--- config.mk ---
export PLATFORM = sky130hd
export DESIGN_NAME = weighted_lane_queue_scheduler
export DESIGN_NICKNAME = d
export VERILOG_FILES = /design/src/hw/rtl/wlqs_pkg.sv /design/src/hw/rtl/wlqs_ctrl.sv /design/src/hw/rtl/wlqs_datapath.sv /design/src/hw/rtl/weighted_lane_queue_scheduler.sv
export VERILOG_INCLUDE_DIRS = /design/src /design/src/hw/rtl
export SDC_FILE = /design/constraint.sdc
export NUM_CORES = 2
export LEC_CHECK = 0
export ABC_AREA = 0
export BUFFER_PORTS_ARGS = -buffer_cell sky130_fd_sc_hd__buf_2
export CAP_MARGIN = 20
export CORE_UTILIZATION = 34
export CTS_CLUSTER_DIAMETER = 120
export DETAILED_ROUTE_END_ITERATION = 7
export PLACE_DENSITY_LB_ADDON = 0.1
export SLEW_MARGIN = 20
export SYNTH_ARGS = -nofsm -noshare
export SYNTH_HDL_FRONTEND = slang
export SYNTH_HIERARCHICAL = 1
export SYNTH_SLANG_ARGS = --single-unit
--- constraint.sdc ---
create_clock -name clk -period 15 [get_ports clk]
set_input_delay 0.75 -clock clk [delete_from_list [all_inputs] [get_ports clk]]
set_output_delay 0.75 -clock clk [all_outputs]
set_load 0.02 [all_outputs]
--- src/hw/rtl/weighted_lane_queue_scheduler_defines.svh ---
// Assertion macros for the weighted lane queue scheduler
`ifndef WEIGHTED_LANE_QUEUE_SCHEDULER_DEFINES_SVH
`define WEIGHTED_LANE_QUEUE_SCHEDULER_DEFINES_SVH

// same-cycle implication, held off during reset
`define WLQS_ASSERT_IMPLY(label, clk, rst_n, ante, cons) \
    label: assert property (@(posedge clk) disable iff (!rst_n) (ante) |-> (cons)) \
        else $error("wlqs same-cycle check failed");

// next-cycle implication, held off during reset
`define WLQS_ASSERT_NEXT(label, clk, rst_n, ante, cons) \
    label: assert property (@(posedge clk) disable iff (!rst_n) (ante) |=> (cons)) \
        else $error("wlqs next-cycle check failed");

`endif

--- src/hw/rtl/wlqs_pkg.sv ---
// Shared constants, types and schedule function of the weighted lane queue scheduler
package wlqs_pkg;

    localparam int NUM_LANES      = 4;
    localparam int LANE_BITS      = $clog2(NUM_LANES);
    localparam int LANE_DEPTH     = 16;
    localparam int IDX_BITS       = $clog2(LANE_DEPTH);
    localparam int FILL_BITS      = $clog2(LANE_DEPTH + 1);
    localparam int ADDR_BITS      = LANE_BITS + IDX_BITS;
    localparam int PAYLOAD_BITS   = 32;
    localparam int SCHEDULE_SLOTS = 15;
    localparam int SLOT_BITS      = $clog2(SCHEDULE_SLOTS);
    localparam int STATUS_BITS    = 3;
    localparam int POLICY_BITS    = 2;
    localparam int CFG_INDEX_BITS = 3;
    localparam int CFG_DATA_BITS  = 5;

    localparam int LANE0_SLOT_END = 8;
    localparam int LANE1_SLOT_END = 12;
    localparam int LANE2_SLOT_END = 14;

    localparam logic [STATUS_BITS-1:0] ST_ACCEPTED             = 3'd0;
    localparam logic [STATUS_BITS-1:0] ST_ACCEPTED_DROP_OLDEST = 3'd1;
    localparam logic [STATUS_BITS-1:0] ST_DROPPED_NEWEST       = 3'd2;
    localparam logic [STATUS_BITS-1:0] ST_REJECTED             = 3'd3;
    localparam logic [STATUS_BITS-1:0] ST_POPPED               = 3'd4;
    localparam logic [STATUS_BITS-1:0] ST_ALL_EMPTY            = 3'd5;

    localparam logic [POLICY_BITS-1:0] POL_DROP_OLDEST = 2'd0;
    localparam logic [POLICY_BITS-1:0] POL_DROP_NEWEST = 2'd1;

    localparam logic OP_PUSH = 1'b0;
    localparam logic OP_POP  = 1'b1;

    localparam logic [CFG_INDEX_BITS-1:0] CFG_POLICY_BASE = 3'd4;

    typedef struct packed {
        logic capture;
        logic exec;
        logic load_data;
    } cmd_t;

    typedef struct packed {
        logic is_pop;
    } sts_t;

    function automatic logic [LANE_BITS-1:0] slot_lane(input logic [SLOT_BITS-1:0] slot);
        logic [LANE_BITS-1:0] l;
        if (int'(slot) < LANE0_SLOT_END)
            l = LANE_BITS'(0);
        else if (int'(slot) < LANE1_SLOT_END)
            l = LANE_BITS'(1);
        else if (int'(slot) < LANE2_SLOT_END)
            l = LANE_BITS'(2);
        else
            l = LANE_BITS'(3);
        return l;
    endfunction

endpackage

--- src/hw/rtl/wlqs_ctrl.sv ---
// Controller state machine sequencing one item through the datapath
module wlqs_ctrl (
    input  logic          clk,
    input  logic          rst_n,
    input  logic          in_valid,
    output logic          in_stall,
    output logic          out_valid,
    input  logic          out_stall,
    input  wlqs_pkg::sts_t sts,
    output wlqs_pkg::cmd_t cmd
);
    import wlqs_pkg::*;

    typedef enum logic [3:0] {
        S_IDLE = 4'b0001,
        S_EXEC = 4'b0010,
        S_READ = 4'b0100,
        S_OUT  = 4'b1000
    } state_t;

    state_t state_reg;
    state_t state_next;

    always_comb
    begin
        state_next    = state_reg;
        cmd.capture   = 1'b0;
        cmd.exec      = 1'b0;
        cmd.load_data = 1'b0;
        case (state_reg)
            S_IDLE:
            begin
                if (in_valid)
                begin
                    cmd.capture = 1'b1;
                    state_next  = S_EXEC;
                end
            end
            S_EXEC:
            begin
                cmd.exec   = 1'b1;
                state_next = sts.is_pop ? S_READ : S_OUT;
            end
            S_READ:
            begin
                cmd.load_data = 1'b1;
                state_next    = S_OUT;
            end
            S_OUT:
            begin
                if (!out_stall)
                    state_next = S_IDLE;
            end
            default:
            begin
                state_next = S_IDLE;
            end
        endcase
    end

    always_ff @(posedge clk or negedge rst_n)
    begin
        if (!rst_n)
            state_reg <= S_IDLE;
        else
            state_reg <= state_next;
    end

    assign in_stall  = (state_reg != S_IDLE);
    assign out_valid = (state_reg == S_OUT);

endmodule

--- src/hw/rtl/wlqs_datapath.sv ---
// Lane queues, payload memory, calendar scan and result registers
module wlqs_datapath (
    input  logic                                 clk,
    input  logic                                 rst_n,
    input  wlqs_pkg::cmd_t                       cmd,
    output wlqs_pkg::sts_t                       sts,
    input  logic                                 cfg_we,
    input  logic [wlqs_pkg::CFG_INDEX_BITS-1:0]  cfg_index,
    input  logic [wlqs_pkg::CFG_DATA_BITS-1:0]   cfg_data,
    input  logic                                 operation,
    input  logic [wlqs_pkg::LANE_BITS-1:0]       lane,
    input  logic [wlqs_pkg::PAYLOAD_BITS-1:0]    payload,
    output logic [wlqs_pkg::STATUS_BITS-1:0]     status,
    output logic [wlqs_pkg::LANE_BITS-1:0]       served_lane,
    output logic [wlqs_pkg::PAYLOAD_BITS-1:0]    popped_payload,
    output logic [wlqs_pkg::FILL_BITS-1:0]       lane_depth
);
    import wlqs_pkg::*;

    logic [CFG_DATA_BITS-1:0]  cap_reg  [NUM_LANES];
    logic [POLICY_BITS-1:0]    pol_reg  [NUM_LANES];
    logic [IDX_BITS-1:0]       head_reg [NUM_LANES];
    logic [IDX_BITS-1:0]       head_next[NUM_LANES];
    logic [IDX_BITS-1:0]       tail_reg [NUM_LANES];
    logic [IDX_BITS-1:0]       tail_next[NUM_LANES];
    logic [FILL_BITS-1:0]      fill_reg [NUM_LANES];
    logic [FILL_BITS-1:0]      fill_next[NUM_LANES];
    logic [SLOT_BITS-1:0]      cursor_reg;
    logic [SLOT_BITS-1:0]      cursor_next;

    logic                      op_reg;
    logic [LANE_BITS-1:0]      lane_reg;
    logic [PAYLOAD_BITS-1:0]   payload_reg;

    logic [STATUS_BITS-1:0]    status_reg,  status_next;
    logic [LANE_BITS-1:0]      served_reg,  served_next;
    logic [FILL_BITS-1:0]      depth_reg,   depth_next;
    logic [PAYLOAD_BITS-1:0]   popped_reg;
    logic                      hit_reg,     hit_next;

    logic [PAYLOAD_BITS-1:0]   store_mem [NUM_LANES * LANE_DEPTH];
    logic [PAYLOAD_BITS-1:0]   mem_q_reg;
    logic                      mem_we;
    logic [ADDR_BITS-1:0]      wr_addr;
    logic [ADDR_BITS-1:0]      rd_addr;

    logic [SCHEDULE_SLOTS-1:0] nonempty;
    logic [SLOT_BITS-1:0]      slot_at [SCHEDULE_SLOTS];
    logic [SLOT_BITS:0]        slot_sum[SCHEDULE_SLOTS];
    logic                      found;
    logic [SLOT_BITS-1:0]      pick_slot;
    logic [LANE_BITS-1:0]      pick_lane;

    logic [CFG_DATA_BITS-1:0]  cap_raw;
    logic [FILL_BITS-1:0]      cap_eff;
    logic [FILL_BITS-1:0]      push_fill;
    logic                      lane_full;

    assign sts.is_pop = (op_reg == OP_POP);

    // calendar scan from the cursor
    always_comb
    begin
        for (int s = 0; s < SCHEDULE_SLOTS; s++)
            nonempty[s] = (fill_reg[slot_lane(SLOT_BITS'(s))] != '0);
        for (int k = 0; k < SCHEDULE_SLOTS; k++)
        begin
            slot_sum[k] = {1'b0, cursor_reg} + (SLOT_BITS + 1)'(k);
            if (slot_sum[k] >= (SLOT_BITS + 1)'(SCHEDULE_SLOTS))
                slot_sum[k] = slot_sum[k] - (SLOT_BITS + 1)'(SCHEDULE_SLOTS);
            slot_at[k] = slot_sum[k][SLOT_BITS-1:0];
        end
        found     = 1'b0;
        pick_slot = '0;
        for (int k = 0; k < SCHEDULE_SLOTS; k++)
        begin
            if (!found && nonempty[slot_at[k]])
            begin
                found     = 1'b1;
                pick_slot = slot_at[k];
            end
        end
        pick_lane = slot_lane(pick_slot);
    end

    // effective capacity of the push lane
    always_comb
    begin
        cap_raw = cap_reg[lane_reg];
        if (cap_raw == '0)
            cap_eff = FILL_BITS'(1);
        else if (cap_raw > CFG_DATA_BITS'(LANE_DEPTH))
            cap_eff = FILL_BITS'(LANE_DEPTH);
        else
            cap_eff = FILL_BITS'(cap_raw);
        push_fill = fill_reg[lane_reg];
        lane_full = (push_fill >= cap_eff);
    end

    always_comb
    begin
        for (int i = 0; i < NUM_LANES; i++)
        begin
            head_next[i] = head_reg[i];
            tail_next[i] = tail_reg[i];
            fill_next[i] = fill_reg[i];
        end
        cursor_next = cursor_reg;
        status_next = status_reg;
        served_next = served_reg;
        depth_next  = depth_reg;
        hit_next    = hit_reg;
        mem_we      = 1'b0;
        wr_addr     = {lane_reg, tail_reg[lane_reg]};
        rd_addr     = {pick_lane, head_reg[pick_lane]};
        if (cmd.exec)
        begin
            if (op_reg == OP_PUSH)
            begin
                served_next = lane_reg;
                hit_next    = 1'b0;
                depth_next  = push_fill;
                if (!lane_full)
                begin
                    mem_we              = 1'b1;
                    tail_next[lane_reg] = tail_reg[lane_reg] + IDX_BITS'(1);
                    fill_next[lane_reg] = push_fill + FILL_BITS'(1);
                    depth_next          = push_fill + FILL_BITS'(1);
                    status_next         = ST_ACCEPTED;
                end
                else if (pol_reg[lane_reg] == POL_DROP_OLDEST)
                begin
                    mem_we              = 1'b1;
                    head_next[lane_reg] = head_reg[lane_reg] + IDX_BITS'(1);
                    tail_next[lane_reg] = tail_reg[lane_reg] + IDX_BITS'(1);
                    status_next         = ST_ACCEPTED_DROP_OLDEST;
                end
                else if (pol_reg[lane_reg] == POL_DROP_NEWEST)
                    status_next = ST_DROPPED_NEWEST;
                else
                    status_next = ST_REJECTED;
            end
            else if (found)
            begin
                head_next[pick_lane] = head_reg[pick_lane] + IDX_BITS'(1);
                fill_next[pick_lane] = fill_reg[pick_lane] - FILL_BITS'(1);
                cursor_next = (pick_slot == SLOT_BITS'(SCHEDULE_SLOTS - 1))
                              ? '0 : pick_slot + SLOT_BITS'(1);
                status_next = ST_POPPED;
                served_next = pick_lane;
                depth_next  = fill_reg[pick_lane] - FILL_BITS'(1);
                hit_next    = 1'b1;
            end
            else
            begin
                status_next = ST_ALL_EMPTY;
                served_next = '0;
                depth_next  = '0;
                hit_next    = 1'b0;
            end
        end
    end

    always_ff @(posedge clk or negedge rst_n)
    begin
        if (!rst_n)
        begin
            for (int i = 0; i < NUM_LANES; i++)
            begin
                cap_reg[i]  <= CFG_DATA_BITS'(LANE_DEPTH);
                pol_reg[i]  <= POL_DROP_OLDEST;
                head_reg[i] <= '0;
                tail_reg[i] <= '0;
                fill_reg[i] <= '0;
            end
            cursor_reg <= '0;
            op_reg     <= OP_PUSH;
        end
        else
        begin
            if (cfg_we)
            begin
                if (cfg_index < CFG_POLICY_BASE)
                    cap_reg[cfg_index[LANE_BITS-1:0]] <= cfg_data;
                else
                    pol_reg[cfg_index[LANE_BITS-1:0]] <= cfg_data[POLICY_BITS-1:0];
            end
            for (int i = 0; i < NUM_LANES; i++)
            begin
                head_reg[i] <= head_next[i];
                tail_reg[i] <= tail_next[i];
                fill_reg[i] <= fill_next[i];
            end
            cursor_reg <= cursor_next;
            if (cmd.capture)
                op_reg <= operation;
        end
    end

    always_ff @(posedge clk)
    begin
        if (cmd.capture)
        begin
            lane_reg    <= lane;
            payload_reg <= payload;
        end
        status_reg <= status_next;
        served_reg <= served_next;
        depth_reg  <= depth_next;
        hit_reg    <= hit_next;
        if (cmd.exec && op_reg == OP_PUSH)
            popped_reg <= '0;
        else if (cmd.load_data)
            popped_reg <= hit_reg ? mem_q_reg : '0;
    end

    always_ff @(posedge clk)
    begin
        if (mem_we)
            store_mem[wr_addr] <= payload_reg;
        if (cmd.exec)
            mem_q_reg <= store_mem[rd_addr];
    end

    assign status         = status_reg;
    assign served_lane    = served_reg;
    assign popped_payload = popped_reg;
    assign lane_depth     = depth_reg;

endmodule

--- src/hw/rtl/weighted_lane_queue_scheduler.sv ---
// Top level of the weighted lane queue scheduler
//
// Input channel (in_valid/in_stall): operation, lane and payload. A push
// stores payload in the named lane, applying the lane's overflow policy when
// it is full; a pop serves the first non-empty lane found on the 15-slot
// calendar starting at the saved cursor (8/4/2/1 slots for lanes 0..3).
// Output channel (out_valid/out_stall): one result per item with status,
// served_lane, popped_payload and lane_depth.
// Configuration: cfg_we writes cfg_data into register cfg_index (0..3 lane
// capacities, 4..7 lane overflow policies); write only while idle.
// Sequencing: a push goes from IDLE through EXEC to OUT, a pop through EXEC,
// READ and OUT, since the payload comes through a registered memory read.
// The controller handles one item from transfer to result transfer, so no new
// item is taken until the last result has been transferred (in_stall is high).
// Reset: all lanes empty, cursor at slot 0, capacities 16, policies drop
// oldest. While the receiver stalls, the result holds and in_stall stays high.
module weighted_lane_queue_scheduler (
    input  logic                                 clk,
    input  logic                                 rst_n,
    input  logic                                 cfg_we,
    input  logic [wlqs_pkg::CFG_INDEX_BITS-1:0]  cfg_index,
    input  logic [wlqs_pkg::CFG_DATA_BITS-1:0]   cfg_data,
    input  logic                                 in_valid,
    output logic                                 in_stall,
    input  logic                                 operation,
    input  logic [wlqs_pkg::LANE_BITS-1:0]       lane,
    input  logic [wlqs_pkg::PAYLOAD_BITS-1:0]    payload,
    output logic                                 out_valid,
    input  logic                                 out_stall,
    output logic [wlqs_pkg::STATUS_BITS-1:0]     status,
    output logic [wlqs_pkg::LANE_BITS-1:0]       served_lane,
    output logic [wlqs_pkg::PAYLOAD_BITS-1:0]    popped_payload,
    output logic [wlqs_pkg::FILL_BITS-1:0]       lane_depth
);
    import wlqs_pkg::*;

`include "weighted_lane_queue_scheduler_defines.svh"

    cmd_t cmd;
    sts_t sts;

    wlqs_ctrl u_ctrl (
        .clk       (clk),
        .rst_n     (rst_n),
        .in_valid  (in_valid),
        .in_stall  (in_stall),
        .out_valid (out_valid),
        .out_stall (out_stall),
        .sts       (sts),
        .cmd       (cmd)
    );

    wlqs_datapath u_datapath (
        .clk            (clk),
        .rst_n          (rst_n),
        .cmd            (cmd),
        .sts            (sts),
        .cfg_we         (cfg_we),
        .cfg_index      (cfg_index),
        .cfg_data       (cfg_data),
        .operation      (operation),
        .lane           (lane),
        .payload        (payload),
        .status         (status),
        .served_lane    (served_lane),
        .popped_payload (popped_payload),
        .lane_depth     (lane_depth)
    );

    `WLQS_ASSERT_IMPLY(a_one_item, clk, rst_n, out_valid, in_stall)
    `WLQS_ASSERT_NEXT(a_no_bypass, clk, rst_n, in_valid && !in_stall, !out_valid)
    `WLQS_ASSERT_IMPLY(a_empty_result, clk, rst_n, out_valid && status == ST_ALL_EMPTY,
        popped_payload == '0 && lane_depth == '0 && served_lane == '0)
    `WLQS_ASSERT_IMPLY(a_push_depth, clk, rst_n,
        out_valid && (status == ST_ACCEPTED || status == ST_ACCEPTED_DROP_OLDEST),
        lane_depth != '0 && popped_payload == '0)

endmodule
Word-level counts from Yosys, hierarchy flattened
Memories as Yosys holds them, arrays and structs flattened. A register that Yosys moved wholly into a read port is not among the register bits.
Cells that the tools add are included.
{"block": "word_totals", "mem_count": 1, "ram_bits": 2048, "wordCells": 328, "out_inout_bits": 44, "inputBits": 48, "ff_bits": 166}
{"name": "u_datapath.store_mem", "words": 64, "width": 32, "read_ports": 1, "rd_ports_with_merged_regs": 1, "wr": 1, "line": "wlqs_datapath.sv:41", "source": "logic [PAYLOAD_BITS-1:0] store_mem [NUM_LANES * LANE_DEPTH];"}
{"block": "classes", "n_reduce_logical": 47, "magnitude_cmp": 42, "n_addsub": 35, "eq_ne": 12, "bitwise": 5, "n_mux": 156}
{"cell": "4-bit 2-to-1 mux", "n": 42}
{"cell": "16-bit 2-to-1 mux", "n": 6}
{"cell": "4-bit by 5-bit less-than comparator with 1-bit output (second input constant)", "n": 15}
{"cell": "5-bit by 4-bit >= comparator with 1-bit output (second input constant)", "n": 14}
{"cell": "5-bit 2-to-1 mux", "n": 14}
{"cell": "1-bit binary-select mux with 4-bit select", "n": 15}
{"cell": "20-bit bitwise mux", "n": 3}
{"cell": "20-bit 2-to-1 mux", "n": 3}
{"cell": "4-bit subtractor (second input constant)", "n": 15}
{"cell": "16-bit bitwise mux", "n": 3}
{"cell": "1-bit 2-to-1 mux", "n": 44}
{"cell": "4-bit by 4-bit adder with 5-bit output (second input constant)", "n": 7}
{"cell": "32-bit 2-to-1 mux", "n": 1}
{"cell": "5-bit binary-select mux with 2-bit select", "n": 3}
{"cell": "5-bit demux with 2-bit select", "n": 3}
{"cell": "4-bit binary-select mux with 2-bit select", "n": 3}
{"cell": "4-bit by 3-bit adder with 5-bit output (second input constant)", "n": 4}
{"cell": "5-bit nonzero test", "n": 4}
{"cell": "1-bit logical AND", "n": 18}
{"cell": "4-bit by 1-bit adder with 4-bit output (second input constant)", "n": 4}
{"cell": "4-bit demux with 2-bit select", "n": 2}
{"cell": "4-bit one-hot mux with 4 select lines", "n": 1}
{"cell": "1-bit zero test", "n": 14}
{"cell": "2-bit 2-to-1 mux", "n": 7}
{"cell": "31 further kinds", "n": 52}

Logic depth before layout (Yosys ltp)
{"block": "logic_depth", "word_depth": 59, "depth_mapped": 32, "mapped_depth_nobuf": 21}

Modules after synthesis
The synthesis kept the hierarchy.
{"module": "wlqs_datapath", "n_inst": 1, "area_per_inst_um2": 92642.6, "cells_each": 6560, "seq_area_each_um2": 66583.9}
{"module": "wlqs_ctrl", "n_inst": 1, "area_per_inst_um2": 232.7, "cells_each": 19, "seq_area_each_um2": 101.3}

Worst setup path after synthesis
Ideal clock, no wire load.
{"block": "synth_timing", "path_type": "register -> register", "start": "register u_datapath.lane_reg[0]", "end": "memory u_datapath.store_mem[63][0], enable pin", "setup_time_ns": 0.461, "n_path_buf": 5, "arrival_time_ns": 6.715, "stages_incl_launch_ff": 20, "synth_period_minus_slack_ns": 7.176, "setup_slack_ns": 7.824, "required_ns": 14.539, "cell_sequence": "edfxtp_1 clkbuf_1 buf_1 clkbuf_1 clkbuf_1 mux4_2 nor2_1 nor2_1 ha_1 nand2b_1 a21oi_1 nor2b_1 o21ai_0 nand2b_1 a21oi_1 nand2b_1 and2_1 clkbuf_1 inv_1 nor3_1"}
{"block": "synth_via", "elab_chain_len": 13, "elab_cells_between_ends": 25, "cone_classes": "2 x order compare; 20 x mux; 1 x bitwise; 2 x reduce/logical"}
{"item": "from (decl)", "line": "wlqs_datapath.sv:32", "source": "logic [LANE_BITS-1:0] lane_reg;"}
{"item": "from (signal assigned)", "line": "wlqs_datapath.sv:204", "source": "lane_reg <= lane;"}
{"item": "2-bit inverter with 3-bit output (not written as such)"}
{"item": "5-bit binary-select mux with 2-bit select", "line": "wlqs_datapath.sv:89", "source": "cap_raw = cap_reg[lane_reg];"}
{"item": "5-bit 2-to-1 mux (not written as such) (2 in series)", "line": "wlqs_datapath.sv:89"}
{"item": "5-bit greater-than comparator", "line": "wlqs_datapath.sv:92", "source": "else if (cap_raw > CFG_DATA_BITS'(LANE_DEPTH))"}
{"item": "5-bit 2-to-1 mux", "line": "wlqs_datapath.sv:92"}
{"item": "5-bit 2-to-1 mux", "line": "wlqs_datapath.sv:90", "source": "if (cap_raw == '0)"}
{"item": "5-bit >= comparator", "line": "wlqs_datapath.sv:97", "source": "lane_full = (push_fill >= cap_eff);"}
{"item": "1-bit 2-to-1 mux", "line": "wlqs_datapath.sv:123", "source": "if (!lane_full)"}
{"item": "1-bit 2-to-1 mux", "line": "wlqs_datapath.sv:118", "source": "if (op_reg == OP_PUSH)"}
{"item": "1-bit 2-to-1 mux", "line": "wlqs_datapath.sv:116", "source": "if (cmd.exec)"}
{"item": "1-bit 2-to-1 mux", "line": "wlqs_datapath.sv:219", "source": "if (mem_we)"}
{"item": "1-bit 2-to-1 mux (not written as such)", "line": "wlqs_datapath.sv:220", "source": "store_mem[wr_addr] <= payload_reg;"}
{"item": "to (decl)", "line": "wlqs_datapath.sv:41"}
Parallel ways exist; a longest one is shown, timed or not. The select of a mux whose other input is x is not followed.

Worst setup path in the final report
{"block": "layout_timing", "start": "register u_datapath.cursor_reg[0]", "end": "register u_datapath.mem_q_reg[4] (read register of u_datapath.store_mem), data pin"}
{"block": "layout_via", "elab_chain_len": 55, "elab_cells_between_ends": 156, "cone_classes": "29 x add/sub; 18 x order compare; 80 x mux; 1 x bitwise; 28 x reduce/logical"}
{"item": "from (decl)", "line": "wlqs_datapath.sv:28", "source": "logic [SLOT_BITS-1:0] cursor_reg;"}
{"item": "from (signal assigned)", "line": "wlqs_datapath.sv:194", "source": "cursor_reg <= cursor_next;"}
{"item": "parallel branches: the longest is 46 deep, another holds 4-bit by 1-bit adder with 5-bit output"}
{"item": "4-bit 2-to-1 mux (*)", "line": "wlqs_datapath.sv:77", "source": "if (!found && nonempty[slot_at[k]])"}
{"item": "4-bit less-than comparator", "line": "wlqs_pkg.sv:53", "source": "else if (int'(slot) < LANE2_SLOT_END)"}
{"item": "1-bit 2-to-1 mux", "line": "wlqs_pkg.sv:53"}
{"item": "2-bit 2-to-1 mux", "line": "wlqs_pkg.sv:51", "source": "else if (int'(slot) < LANE1_SLOT_END)"}
{"item": "2-bit 2-to-1 mux (*)", "line": "wlqs_pkg.sv:49", "source": "if (int'(slot) < LANE0_SLOT_END)"}
{"item": "2-bit inverter with 3-bit output (not written as such)", "line": "wlqs_datapath.sv:115", "source": "rd_addr = {pick_lane, head_reg[pick_lane]};"}
{"item": "4-bit binary-select mux with 2-bit select", "line": "wlqs_datapath.sv:115"}
{"item": "4-bit 2-to-1 mux (not written as such) (2 in series)", "line": "wlqs_datapath.sv:115"}
{"item": "to (decl)", "line": "wlqs_datapath.sv:42", "source": "logic [PAYLOAD_BITS-1:0] mem_q_reg;"}
Every way passes the cells marked *. The select of a mux whose other input is x is not followed.
A chain may end at the register's enable or synchronous reset.

==> impl_results.md <==
* Status: completed
* Critical Path Slowest Stage Cell: a211oi_1
* Max Slew Vio Count at 0
* Seq cells post-synth at 2246
* Reg2Reg Launch Point: u_datapath/cursor_reg[0]
* Worst VDD drop at 0.189 mV
* Clock Skew at 115 ps
* First-pass GRT wire length at 457000 um
* Primary FF master, synth: edfxtp_1
* Hold Crit Endpoint: u_datapath/payload_reg[25]
* Drt first-iter violations at 6211
* Clock sink count at 2246
* Routed length per placed instance at 31.0 um
* Pre-antenna DRT Iters at 5
* Final worst-path cycle share at 0.701
* Actual slew at the worst max-slew pin at 1140 ps
* R2R depth at 23
* Via-per-instance ratio at 5.57
* Worst path cell trace: inv_1 > ha_1 > buf_4 > nor4_1 > or3_1 > o21ai_1 > nor3_1 > o31ai_2 > nand4_1 > nor2_1 > nand4b_1 > a32oi_1 > o21ai_2 > a22oi_2 > and2_4 > clkinv_16 > buf_4 > a2111oi_0 > buf_4 > a311o_1 > a21oi_1 > a211oi_1 > o2111ai_1
* Placed cell count at 10.1k
* YS warnings at 6
* Slew headroom at 0.234
* Synth top area share at 0.687
* Clock Pin Slew Worst Setup and Hold Paths at 60 ps
* Max-Cap Viols at 0
* I/O Pins at 92
* Non-Filler Instances at 10.5k
* Post-Syn Nets at 6653
* Port bufs at 91
* Detail Placement HPWL at 188000 um
* Sequential-to-total area share from yosys stat at 0.718
* Post-Syn Area per Cell at 14.1 sq um
* Wirelength, routed at 326000 um
* Commonest cells post-synth: edfxtp_1, nand2_1, nand3_1, mux2i_1, nor2_1
* Vias at 58.6k
* Critical path required time at 15570 ps
* H-tree depth at 4
* Cts hold-fix bufs at 21
* Die H at 525 um
* Critical Path Source Type: flop
* Initial antenna violation count at 23
* # resized after CTS at 0
* Clock root buffer: clkbuf_16
* Num CTS Buffers at 246
* Achievable Freq at 95.0 MHz
* Biggest register: u_datapath/store_mem
* Die area at 0.275 sq mm
* Tightest Hold Check Type: input port to flop
* Largest area contributor in the netlist: edfxtp_1
* Worst setup EP type: flop
* R2r setup slk at 4480 ps
* Setup Fix Bufs, Post-CTS at 0
* P per Cell Area at 200 mW/mm^2
* CTS max path bufs at 4
* Antenna Nets Post-Route at 0
* CTS tree: done
* Residual DRC at 0
* Crit path max fanout at 139
* Static Leakage at 34.9 nW
* Largest net degree at the start of global routing at 140
* Layout cell share with drive strength beyond 1 at 0.127
* Largest register FFs at 2048
* Min Tclk post-route at 10520 ps
* Area grow syn2layout at 13.6%
* Post-synth EDFFs at 2125
* Total gr overflow at 0
* Final Setup Violations at 0
* Yosys cell types at 120
* Most frequent CP cell: buf_4
* Design Power at 0.0212 W
* Worst R2R End: u_datapath/mem_q_reg[4]
* Nets@finish at 6826
* Placer Congestion at 0.884
* Slowest cell delay on critical path at 900 ps
* Die span in x at 525 um
* Skew-Pair Late Insertion Delay at 930 ps
* GRT Total Usage at 0.233
* Vias in the first global route at 56.6k
* Syn Std Cell Area at 0.0929 sq mm
* Core Box Area at 0.271 sq mm
* Setup TNS at 0 ps
* Worst Hold Slack at 60.9 ps
* Setup Crit Path Kind: flop to flop
* CP arrival at 11090 ps
* Synth top area cells: edfxtp_1, nand2_1, mux2i_1
* Hold Startpoint: payload[25]
* Row cnt at 191
* Final hold viol count at 0
* Hold path cells at 1
* RSZ-0062 raised after global routing: no
* Async S/R FF share, synth at 0.0396
* Top-count cell post-synth: edfxtp_1
* Initial Utilization at 0.342
* Synth Instances at 6579
==> cell type report <==
| class | count | area (sq um) |
|---|---|---|
| antenna | 6 | 15.0 |
| clock buffer | 320 | 6520 |
| clock inverter | 113 | 850 |
| fill | 25300 | 166000 |
| inverter | 27 | 145 |
| multi-input combinational | 3916 | 24600 |
| sequential | 2246 | 66700 |
| tap | 3570 | 4470 |
| timing repair buffer | 315 | 2240 |
==> metal layers <==
layer,GRT usage,wire length [um],vias up
met5,0,17,-
met4,0.0497,6350,2
met3,0.0287,19900,373
met2,0.371,151000,1956
met1,0.338,149000,30700
li1,-,-,25500
==> cell families (layout without fill, tap and decap cells) <==
| logic type | count (synthesis) | after routing | synth area share |
|---|---|---|---|
| compound gates | 995 | 995 | 0.0755 |
| mux | 504 | 504 | 0.0599 |
| other cells | 0 | 6 | 0 |
| simple gates | 2347 | 2347 | 0.115 |
| xor+xnor | 44 | 44 | 0.00439 |
| fa+ha+maj | 26 | 26 | 0.00350 |
| buf+inv | 417 | 775 | 0.0235 |
| flops | 2246 | 2246 | 0.718 |
==> power breakdown <==
part	internal (W)	switching [W]	leakage (nW)	total, W
registers	0.00740	0.000171	20.5	0.00757
logic	0.00221	0.00567	10.8	0.00787
clock network	0.00322	0.00250	3.59	0.00571
==> worst max path at each step <==
stage                             startpoint                          end  slack (ps)  cells past startpoint
finish              u_datapath/cursor_reg[0]      u_datapath/mem_q_reg[4]        4480                     23
global route        u_datapath/cursor_reg[0]      u_datapath/mem_q_reg[4]        4250                     23
CTS                 u_datapath/cursor_reg[0]      u_datapath/mem_q_reg[4]        4880                     23
detailed placement  u_datapath/cursor_reg[0]      u_datapath/mem_q_reg[4]        4840                     23
global placement    u_datapath/cursor_reg[0]      u_datapath/mem_q_reg[4]        4900                     23
floorplan             u_datapath/lane_reg[0]  u_datapath/store_mem[63][0]        7820                     19
==> stage by stage <==
stage                     area [sq um]   util  worst slack [ps]
after detailed placement         97900  0.361              4840
final                           106000  0.389              4480
after global placement           97900  0.361              4900
after global routing            106000  0.389              4250
after floorplan                  92900      -              7820
after CTS                       106000  0.389              4880
==> critical path: cells and delay by family (launching register included) <==
kind            cells  cell delay, ps
compound gates     10            4320
fa+ha+maj           1             840
buf+inv             5            2230
flops               1             800
simple gates        7            1920
==> cell usage in the layout (no fill, tap or decap), types with 22 or more instances in the layout <==
| master | synthesis | final |
|---|---|---|
| clkinv_1 | 1 | 55 |
| clkinv_2 | 0 | 34 |
| nand2b_1 | 30 | 29 |
| ha_1 | 26 | 26 |
| a32oi_1 | 37 | 37 |
| o2111ai_1 | 80 | 80 |
| a211oi_1 | 57 | 57 |
| nor3_1 | 37 | 34 |
| buf_4 | 60 | 200 |
| o221ai_1 | 23 | 23 |
| nor2_4 | 4 | 74 |
| dfrtp_1 | 84 | 83 |
| nand4_1 | 90 | 90 |
| nand2_1 | 1268 | 1267 |
| and2_1 | 23 | 23 |
| xnor2_1 | 36 | 36 |
| clkbuf_16 | 0 | 248 |
| edfxtp_1 | 2125 | 2125 |
| and3_1 | 44 | 44 |
| a221oi_1 | 35 | 35 |
| clkbuf_1 | 122 | 68 |
| o211ai_1 | 22 | 22 |
| dfxtp_1 | 32 | 32 |
| mux4_2 | 35 | 35 |
| nor2b_1 | 51 | 49 |
| nand3_1 | 460 | 460 |
| mux2_2 | 67 | 67 |
| a31oi_1 | 107 | 107 |
| a22oi_1 | 56 | 56 |
| o21ai_0 | 108 | 108 |
| a21oi_1 | 193 | 193 |
| nor2_1 | 206 | 134 |
| inv_1 | 22 | 22 |
| mux2i_1 | 402 | 402 |
| buf_2 | 168 | 90 |
| o22ai_1 | 46 | 46 |
(Power assumes the default switching activity.)
